==> config.mk <==
export PLATFORM = sky130hd
export DESIGN_NAME = sha256_hash_engine
export DESIGN_NICKNAME = d
export VERILOG_FILES = /design/src/hw/rtl/sha256_pkg.sv /design/src/hw/rtl/sha256_hash_engine.sv
export SDC_FILE = /design/constraint.sdc
export NUM_CORES = 2
export LEC_CHECK = 0
export BUFFER_PORTS_ARGS = -buffer_cell sky130_fd_sc_hd__buf_2
export CAP_MARGIN = 20
export CORE_ASPECT_RATIO = 0.75
export CORE_UTILIZATION = 37
export DETAILED_ROUTE_END_ITERATION = 10
export PLACE_DENSITY_LB_ADDON = 0.12
export REMOVE_ABC_BUFFERS = 1
export SYNTH_ARGS = -nofsm -noshare
export SYNTH_HDL_FRONTEND = slang
export SYNTH_SLANG_ARGS = --single-unit
==> constraint.sdc <==
create_clock -name clk_i -period 150.7 [get_ports clk_i]
set_input_delay 15.07 -clock clk_i [delete_from_list [all_inputs] [get_ports clk_i]]
set_output_delay 15.07 -clock clk_i [all_outputs]
set_load 0.1 [all_outputs]
==> src/hw/rtl/sha256_pkg.sv <==
package sha256_pkg;

  typedef logic [31:0] word_t;

  localparam int unsigned NumRounds = 64;
  localparam int unsigned NumHashWords = 8;

  localparam logic [7:0] PadMarker = 8'h80;

  localparam word_t HashInit [NumHashWords] = '{
    32'h6a09e667, 32'hbb67ae85, 32'h3c6ef372, 32'ha54ff53a,
    32'h510e527f, 32'h9b05688c, 32'h1f83d9ab, 32'h5be0cd19
  };

  localparam word_t RoundK [NumRounds] = '{
    32'h428a2f98, 32'h71374491, 32'hb5c0fbcf, 32'he9b5dba5,
    32'h3956c25b, 32'h59f111f1, 32'h923f82a4, 32'hab1c5ed5,
    32'hd807aa98, 32'h12835b01, 32'h243185be, 32'h550c7dc3,
    32'h72be5d74, 32'h80deb1fe, 32'h9bdc06a7, 32'hc19bf174,
    32'he49b69c1, 32'hefbe4786, 32'h0fc19dc6, 32'h240ca1cc,
    32'h2de92c6f, 32'h4a7484aa, 32'h5cb0a9dc, 32'h76f988da,
    32'h983e5152, 32'ha831c66d, 32'hb00327c8, 32'hbf597fc7,
    32'hc6e00bf3, 32'hd5a79147, 32'h06ca6351, 32'h14292967,
    32'h27b70a85, 32'h2e1b2138, 32'h4d2c6dfc, 32'h53380d13,
    32'h650a7354, 32'h766a0abb, 32'h81c2c92e, 32'h92722c85,
    32'ha2bfe8a1, 32'ha81a664b, 32'hc24b8b70, 32'hc76c51a3,
    32'hd192e819, 32'hd6990624, 32'hf40e3585, 32'h106aa070,
    32'h19a4c116, 32'h1e376c08, 32'h2748774c, 32'h34b0bcb5,
    32'h391c0cb3, 32'h4ed8aa4a, 32'h5b9cca4f, 32'h682e6ff3,
    32'h748f82ee, 32'h78a5636f, 32'h84c87814, 32'h8cc70208,
    32'h90befffa, 32'ha4506ceb, 32'hbef9a3f7, 32'hc67178f2
  };

  function automatic word_t rotr(input word_t x, input int unsigned n);
    return (x >> n) | (x << (32 - n));
  endfunction

  function automatic word_t big_sig0(input word_t x);
    return rotr(x, 2) ^ rotr(x, 13) ^ rotr(x, 22);
  endfunction

  function automatic word_t big_sig1(input word_t x);
    return rotr(x, 6) ^ rotr(x, 11) ^ rotr(x, 25);
  endfunction

  function automatic word_t small_sig0(input word_t x);
    return rotr(x, 7) ^ rotr(x, 18) ^ (x >> 3);
  endfunction

  function automatic word_t small_sig1(input word_t x);
    return rotr(x, 17) ^ rotr(x, 19) ^ (x >> 10);
  endfunction

endpackage

==> src/hw/rtl/sha256_hash_engine.sv <==
// byte-serial sha-256 engine
// input channel (in_valid_i / in_ready_o): one beat carries data_byte_i, has_byte_i
// and is_last_i. a beat with has_byte_i low and is_last_i low changes nothing.
// output channel (out_valid_o / out_ready_i): eight beats per finished message,
// digest_word_o most significant word first, word_index_o 0..7, last_word_o on 7.
// input: a byte beat is taken whenever in_ready_o is high. the beat that fills a
// 64-byte block starts a compression (64 rounds through one shared round unit,
// then the hash update), during which in_ready_o is low.
// finishing: after the is_last beat the padding bytes are shifted into the block
// one per cycle (64 minus the bytes held, plus 64 more when a second block is
// needed), each block is then compressed, and the digest follows as 8 beats.
// in_ready_o stays low from the is_last beat until the eighth digest beat is taken.
// a stalled receiver simply holds the digest beat; nothing else moves meanwhile.
// reset loads the initial hash values and clears byte and length counters; the
// block and round registers hold no meaningful value until written.
module sha256_hash_engine (
  input  logic        clk_i,
  input  logic        rst_ni,
  input  logic        in_valid_i,
  output logic        in_ready_o,
  input  logic [7:0]  data_byte_i,
  input  logic        has_byte_i,
  input  logic        is_last_i,
  output logic        out_valid_o,
  input  logic        out_ready_i,
  output logic [31:0] digest_word_o,
  output logic [2:0]  word_index_o,
  output logic        last_word_o
);

  localparam logic [2:0] StIdle = 3'd0;
  localparam logic [2:0] StPad  = 3'd1;
  localparam logic [2:0] StComp = 3'd2;
  localparam logic [2:0] StFadd = 3'd3;
  localparam logic [2:0] StOut  = 3'd4;

  logic [2:0]  st_q, st_d;
  logic [5:0]  fill_q, fill_d;
  logic [60:0] len_q, len_d;
  logic [5:0]  rnd_q, rnd_d;
  logic [2:0]  oidx_q, oidx_d;
  logic        fin_q, fin_d;
  logic        mark_q, mark_d;
  logic        zero_q, zero_d;
  logic        done_q, done_d;
  logic [511:0] blk_q, blk_d;
  sha256_pkg::word_t h_q [sha256_pkg::NumHashWords];
  sha256_pkg::word_t h_d [sha256_pkg::NumHashWords];
  sha256_pkg::word_t v_q [sha256_pkg::NumHashWords];
  sha256_pkg::word_t v_d [sha256_pkg::NumHashWords];

  sha256_pkg::word_t w_top, w_new, t1, t2, ch, mj;
  logic [63:0] len_bits;
  logic [7:0]  len_byte;
  logic [7:0]  pad_byte;

  // schedule words sit in the block shift line, oldest at the top
  assign w_top = blk_q[511:480];
  assign w_new = w_top + sha256_pkg::small_sig0(blk_q[479:448]) + blk_q[223:192]
               + sha256_pkg::small_sig1(blk_q[63:32]);

  assign ch = (v_q[4] & v_q[5]) ^ (~v_q[4] & v_q[6]);
  assign mj = (v_q[0] & v_q[1]) ^ (v_q[0] & v_q[2]) ^ (v_q[1] & v_q[2]);
  assign t1 = v_q[7] + sha256_pkg::big_sig1(v_q[4]) + ch + sha256_pkg::RoundK[rnd_q]
            + w_top;
  assign t2 = sha256_pkg::big_sig0(v_q[0]) + mj;

  assign len_bits = {len_q, 3'b000};
  assign len_byte = len_bits[{~fill_q[2:0], 3'b000} +: 8];

  always_comb begin
    if (!mark_q) begin
      pad_byte = sha256_pkg::PadMarker;
    end else if (fill_q[5:3] == 3'h7 && !zero_q) begin
      pad_byte = len_byte;
    end else begin
      pad_byte = '0;
    end
  end

  always_comb begin
    st_d   = st_q;
    fill_d = fill_q;
    len_d  = len_q;
    rnd_d  = rnd_q;
    oidx_d = oidx_q;
    fin_d  = fin_q;
    mark_d = mark_q;
    zero_d = zero_q;
    done_d = done_q;
    blk_d  = blk_q;
    h_d    = h_q;
    v_d    = v_q;

    case (st_q)
      StIdle: begin
        if (in_valid_i) begin
          if (has_byte_i) begin
            blk_d  = {blk_q[503:0], data_byte_i};
            fill_d = fill_q + 6'd1;
            len_d  = len_q + 61'd1;
            fin_d  = is_last_i;
            if (&fill_q) begin
              st_d  = StComp;
              rnd_d = '0;
              v_d   = h_q;
            end else if (is_last_i) begin
              st_d = StPad;
            end
          end else if (is_last_i) begin
            fin_d = 1'b1;
            st_d  = StPad;
          end
        end
      end
      StPad: begin
        blk_d  = {blk_q[503:0], pad_byte};
        fill_d = fill_q + 6'd1;
        if (!mark_q) begin
          mark_d = 1'b1;
          // marker landed in the length field: length goes in a second block
          zero_d = (fill_q[5:3] == 3'h7);
        end
        if (&fill_q) begin
          done_d = mark_q && !zero_q;
          st_d   = StComp;
          rnd_d  = '0;
          v_d    = h_q;
        end
      end
      StComp: begin
        v_d[7] = v_q[6];
        v_d[6] = v_q[5];
        v_d[5] = v_q[4];
        v_d[4] = v_q[3] + t1;
        v_d[3] = v_q[2];
        v_d[2] = v_q[1];
        v_d[1] = v_q[0];
        v_d[0] = t1 + t2;
        blk_d  = {blk_q[479:0], w_new};
        rnd_d  = rnd_q + 6'd1;
        if (&rnd_q) begin
          st_d = StFadd;
        end
      end
      StFadd: begin
        for (int i = 0; i < sha256_pkg::NumHashWords; i++) begin
          h_d[i] = h_q[i] + v_q[i];
        end
        if (!fin_q) begin
          st_d = StIdle;
        end else if (done_q) begin
          st_d   = StOut;
          oidx_d = '0;
        end else begin
          st_d   = StPad;
          zero_d = 1'b0;
        end
      end
      StOut: begin
        if (out_ready_i) begin
          oidx_d = oidx_q + 3'd1;
          if (&oidx_q) begin
            st_d   = StIdle;
            h_d    = sha256_pkg::HashInit;
            len_d  = '0;
            fill_d = '0;
            fin_d  = 1'b0;
            mark_d = 1'b0;
            zero_d = 1'b0;
            done_d = 1'b0;
          end
        end
      end
      default: begin
        st_d = StIdle;
      end
    endcase
  end

  always_ff @(posedge clk_i or negedge rst_ni) begin
    if (!rst_ni) begin
      st_q   <= StIdle;
      fill_q <= '0;
      len_q  <= '0;
      rnd_q  <= '0;
      oidx_q <= '0;
      fin_q  <= 1'b0;
      mark_q <= 1'b0;
      zero_q <= 1'b0;
      done_q <= 1'b0;
      h_q    <= sha256_pkg::HashInit;
    end else begin
      st_q   <= st_d;
      fill_q <= fill_d;
      len_q  <= len_d;
      rnd_q  <= rnd_d;
      oidx_q <= oidx_d;
      fin_q  <= fin_d;
      mark_q <= mark_d;
      zero_q <= zero_d;
      done_q <= done_d;
      h_q    <= h_d;
    end
  end

  always_ff @(posedge clk_i) begin
    blk_q <= blk_d;
    v_q   <= v_d;
  end

  assign in_ready_o    = (st_q == StIdle);
  assign out_valid_o   = (st_q == StOut);
  assign digest_word_o = h_q[oidx_q];
  assign word_index_o  = oidx_q;
  assign last_word_o   = &oidx_q;

`ifndef NO_ASSERTIONS
  a_no_input_while_out: assert property (@(posedge clk_i) disable iff (!rst_ni)
    out_valid_o |-> !in_ready_o)
    else $error("input taken while digest pending");

  a_block_full_in_comp: assert property (@(posedge clk_i) disable iff (!rst_ni)
    (st_q == StComp) |-> (fill_q == '0))
    else $error("compression started on a partial block");

  a_done_needs_marker: assert property (@(posedge clk_i) disable iff (!rst_ni)
    done_q |-> (mark_q && fin_q))
    else $error("length block finished without pad marker");

  a_restart_after_digest: assert property (@(posedge clk_i) disable iff (!rst_ni)
    (out_valid_o && out_ready_i && last_word_o) |=>
      (in_ready_o && fill_q == '0 && len_q == '0 && h_q[0] == sha256_pkg::HashInit[0]))
    else $error("engine not back to initial state after digest");
`endif

endmodule

[After elaboration in Yosys (flattened, before gate mapping)]
Memories as Yosys holds them, arrays and structs flattened.
Cells that the tools add are included.
Cells by class
  bitwise logic cells: 30
  add/subtract/negate cells: 22
  shift-type cells: 1
  reductions and logical operators: 23
  muxes and demuxes: 59
  equality and inequality tests: 16
  magnitude comparators: 2
Operator list (number)
  one-hot mux 512 bit (3 select lines): 1
  2-to-1 mux 256 bit: 5
  2-to-1 mux 512 bit: 2
  one-hot mux 256 bit (3 select lines): 1
  adder 32 bit: 18
  one-hot mux 256 bit (2 select lines): 1
  XOR 32 bit: 9
  2-to-1 mux 61 bit: 4
  bitwise AND 32 bit: 5
  2-to-1 mux 32 bit: 4
  one-hot mux 61 bit (2 select lines): 1
  binary-select mux 32 bit (select 3 bit): 1
  variable part select 64 x 7 -> 8 bit: 1
  adder 61 x 1 -> 61 bit, second input constant: 1
  2-to-1 mux 6 bit: 7
  2-to-1 mux 3 bit: 13
  one-hot mux 6 bit (3 select lines): 2
  NOT 32 bit: 1
  bitwise OR 10 x 32 -> 32 bit: 1
  bitwise OR 13 x 32 -> 32 bit: 1
  bitwise OR 14 x 32 -> 32 bit: 1
  bitwise OR 15 x 32 -> 32 bit: 1
  bitwise OR 19 x 32 -> 32 bit: 1
  bitwise OR 21 x 32 -> 32 bit: 1
  34 further kinds: 70
Storage, ports and cells
  register bits: 1107
  logic and storage cells: 180
  bits in read-only memories: 2048
  output and inout port bits: 38
  memories: 1
Memory list
  (name not given): depth 64, width 32, read ports 1, clocked after memory_dff 0, wr ports 0, RTL line sha256_hash_engine.sv:64  | assign t1 = v_q[7] + sha256_pkg::big_sig1(v_q[4]) + ch + sha256_pkg::RoundK[rnd_q]

[Depth between registers and ports, before layout]
  depth in word-level cells: 9
  depth in mapped cells: 40
  gate-level depth less buffers: 38

[Worst setup path before layout]
OpenSTA, ideal clock, no wires.
  path type: input -> register
  start: input in_valid_i
  end: register v_q[0] (netlist name), enable pin
  cell stages on the path: 5
  buffers on the path: 0
  library setup time: 0.363 ns
  data arrival time: 65.806 ns
  setup slack: 84.530 ns
  required time: 150.337 ns
  path through: a21oi_1 > nor2b_1 > a211oi_1 > a21oi_1 > inv_1
Between the ends
  word-level cells in the longest chain between the ends: 2
Ends and longest elaborated chain
  from (decl): RTL line sha256_hash_engine.sv:19  | input logic in_valid_i,
  != test 2 bit (no line)
  AND reduction 3 bit (no line)
  to (signal assigned): RTL line sha256_hash_engine.sv:209  | v_q <= v_d;
  to (decl): RTL line sha256_hash_engine.sv:49  | sha256_pkg::word_t v_q [sha256_pkg::NumHashWords];
Every way passes these cells.
A chain may end at the register's enable or synchronous reset.

[Final worst setup path]
  start: register oidx_q[0], in the netlist word_index_o[0]
  end: output digest_word_o[13]
Between the ends
  word-level cells in the longest chain between the ends: 4
Ends and longest elaborated chain
  from (decl): RTL line sha256_hash_engine.sv:41  | logic [2:0] oidx_q, oidx_d;
  from (signal assigned): RTL line sha256_hash_engine.sv:198  | oidx_q <= oidx_d;
  NOT 3 -> 4 bit (not written as such): RTL line sha256_hash_engine.sv:214  | assign digest_word_o = h_q[oidx_q];
  binary-select mux 32 bit (select 3 bit): RTL line sha256_hash_engine.sv:214
  2-to-1 mux 32 bit (not written as such) (2 in a row): RTL line sha256_hash_engine.sv:214
  to (decl): RTL line sha256_hash_engine.sv:26  | output logic [31:0] digest_word_o,
Every way passes these cells. The select of a mux whose other input is x is not followed.

==> flow_summary.toml <==
[worst_setup_path]
crit_chain = "buf_4 -> buf_4 -> mux4_2 -> mux2_2 -> buf_2"
path_class = "flop to primary output"
crit_fanout = 28
crit_family = "buffers and inverters"
cp.arrival_ns = 4.01
cp-start-kind = "flop"
worstReg2RegStart = "rnd_q[0]"
crit_buf_inv = 3
crit_path_max_incr_delay_ns = 0.71
end_kind = "primary output"
path_common_cell = "buf_4"
cp.required_ns = 135.63
slowest_stage = "dfrtp_4"
worstRegToRegCells = 38
worst_r2r_endpoint = "v_q[255]"
ff2ff_setup_slack_ns = 139.31

[cells_and_area]
final_nets = 8732
drive_gt1_share_pct = 7.96
multi_input_area_um2 = 40400
utilization_pct = 40.8
seq_area_um2 = 31700
n_fill_cell = 20102
syn_to_final_growth_pct = 9.52

[logic_synthesis]
yosysTopAreaCell = "edfxtp_1"
synth_seq_area_share_pct = 42.0
synth_compound_area_share_pct = 13.3
synthArstFlopShare_pct = 30.6
ys_types = 88
yosys_warnings = 0
synth.area.mux_share_pct = 3.55
yosys.area_share.simple_pct = 17.2
synth_edf_count = 768
syn_area_um2 = 75600
synth_top_family_by_area = "simple AND/OR/NAND/NOR gates"
synthXorXnorAreaFrac_pct = 7.39
yosys_most_used_dff = "edfxtp_1"
yosys.area.top_type_share_pct = 30.5
synthAdderAreaFrac_pct = 11.9
synth_area_leaders = "edfxtp_1 (31%), nand2_1 (11%), dfrtp_1 (6.7%)"
avgSynthCellArea_um2 = 9.14
ys_ff_latch = 1107
syn_inst = 8268

[detailed_routing]
via_count = 59387
route.detailed.drc = 0
avgViaCountPerCell = 5.44
wire_per_inst_um = 23.6
final_antenna_net_count = 0
wirelength_mm = 257
drt_iter0_drc = 6678
drt-pass1-iter-count = 5

[placed_design]
dp_hpwl_mm = 188
gp_congestion = 0.951
io_buffers = 51

[clock_network]
cts.sinks = 1107
cts_tree = "yes"
cts_setup_buffers = 0
post_cts_resized = 0
clockRootBuffer = "clkbuf_16"
clk_pin_slew_worst_paths_ns = 0.06
clock_path_buffers = 3
insertion_delay_ns = 0.80
cts_buffers = 132
hold_buffers = 0
cts_max_level = 4

[timing]
final-max-slew-violation-count = 0
report.final.hold_viol_count = 0
rsz0062_at_grt = "no"
finalSetupTns_ns = 0
finalCritPeriodShare_pct = 12.7
setup_viol = 0
relSlewSlack_pct = 22.6
fmax_mhz = 52.4
tightest_slew_ns = 1.15
clock_skew_ns = 0.0389
finalCriticalPeriod_ns = 19.07

[min_path]
hold_class = "flop to flop"
min_to = "h_q[223]"
min_from = "h_q[223]"
whs_path_depth = 2

[global_routing]
grt_usage_pct = 24.8
grt_pass1_wl_mm = 381
overflow = 0
antenna_found_initial = 12
grt_pass1_vias = 55725
grt_max_degree = 196

[die]
row_count = 143
pin_count = 52
core_um2 = 203000
die_w_um = 524
die_h_um = 393
start_util_pct = 37.3
dieArea_um2 = 206000

[job]
max_cap_violations = 0

[run_status]
outcome = "finished, final reports clean"
-- tightest hold or removal path, stage by stage, from the launching register on --
cell and delay, ns:
dfstp_2 0.38, o21ai_0 0.07, nand2_1 0.05
-- how the worst max path moves through the flow --
stage / startpoint / depth (start not counted) / endpoint
3_5_place_dp: has_byte_i / 9 / v_q[157]
4_1_cts: word_index_o[0] / 5 / digest_word_o[14]
2_1_floorplan: in_valid_i / 5 / v_q[0]
6_report: word_index_o[0] / 5 / digest_word_o[13]
5_1_grt: word_index_o[0] / 5 / digest_word_o[14]
3_3_place_gp: has_byte_i / 9 / v_q[189]
-- registers in the layout, summed over array words and instances, names as in the netlist, 3 cells and up --
register      count
rnd_q             6
v_q             256
h_q             256
len_q            61
fill_q            6
word_index_o      3
st_q              3
blk_q           512
-- layout make-up --
| cell class | count | share of cell area (%) |
|---|---|---|
| Multi-Input combinational cell | 6224 | 48.8 |
| Sequential cell | 1107 | 38.3 |
| Clock buffer | 176 | 4.30 |
| Tap cell | 2682 | 4.06 |
| Inverter | 497 | 2.26 |
| Timing Repair Buffer | 161 | 1.40 |
| Clock inverter | 65 | 0.820 |
| Antenna cell | 2 | 0.00605 |
-- cells in the final DEF, fill, tap and decap left out, types with 122 or more instances in the layout --
| master | synthesis | final |
|---|---|---|
| a21o_1 | 197 | 197 |
| nand2_1 | 2243 | 2241 |
| fa_1 | 195 | 195 |
| ha_1 | 400 | 400 |
| a21oi_1 | 456 | 456 |
| inv_1 | 493 | 492 |
| o21ai_0 | 586 | 586 |
| xnor2_1 | 351 | 351 |
| clkbuf_16 | 0 | 133 |
| edfxtp_1 | 768 | 768 |
| xor2_1 | 284 | 284 |
| nor2_1 | 354 | 352 |
| nor3_1 | 122 | 122 |
| dfrtp_1 | 203 | 198 |
| nand3_1 | 156 | 155 |
| dfstp_2 | 136 | 136 |
-- kinds of logic after synthesis --
family / after synthesis
xor gates and xnor gates: 636
DFF: 1107
buffers and inverters: 937
AOI/OAI and AO/OA: 1670
muxes: 160
and+or+nand+nor: 3156
adders and majority gates: 602
-- synth_stat cells (all sizes together), types with 136 or more instances --
cell type  instances
dfrtp            203
nand3            156
fa               195
dfstp            136
nand2           2244
a21o             198
nor2             356
ha               400
o21ai            589
xnor2            351
a21oi            457
inv              494
xor2             284
edfxtp           768
clkbuf           396
-- metal layers --
layer / wire, um / track usage (%) / up-vias
met5: 7 / 0 / -
met4: 3190 / 3.58 / 2
met3: 22300 / 5.58 / 221
met2: 97800 / 31.9 / 1981
met1: 134000 / 41.3 / 29121
li1: - / - / 28062
-- through the flow --
| stage | setup WS, ns | instance area [um^2] | hold WS (ns) | std cells |
|---|---|---|---|---|
| 6_report | 131.63 | 82700 | 0.503 | 10914 |
| 5_1_grt | 131.36 | 82700 | 0.538 | 10912 |
| 4_1_cts | 131.48 | 82700 | 0.506 | 10909 |
| 3_5_place_dp | 131.31 | 78500 | 0.497 | 10668 |
| 3_3_place_gp | 131.34 | 78500 | 0.489 | 10668 |
| 2_1_floorplan | 84.51 | 73900 | 0.470 | 7828 |
Power is not shown: default switching activity piles up to over one toggle a cycle in this logic, so the estimate is an artifact.
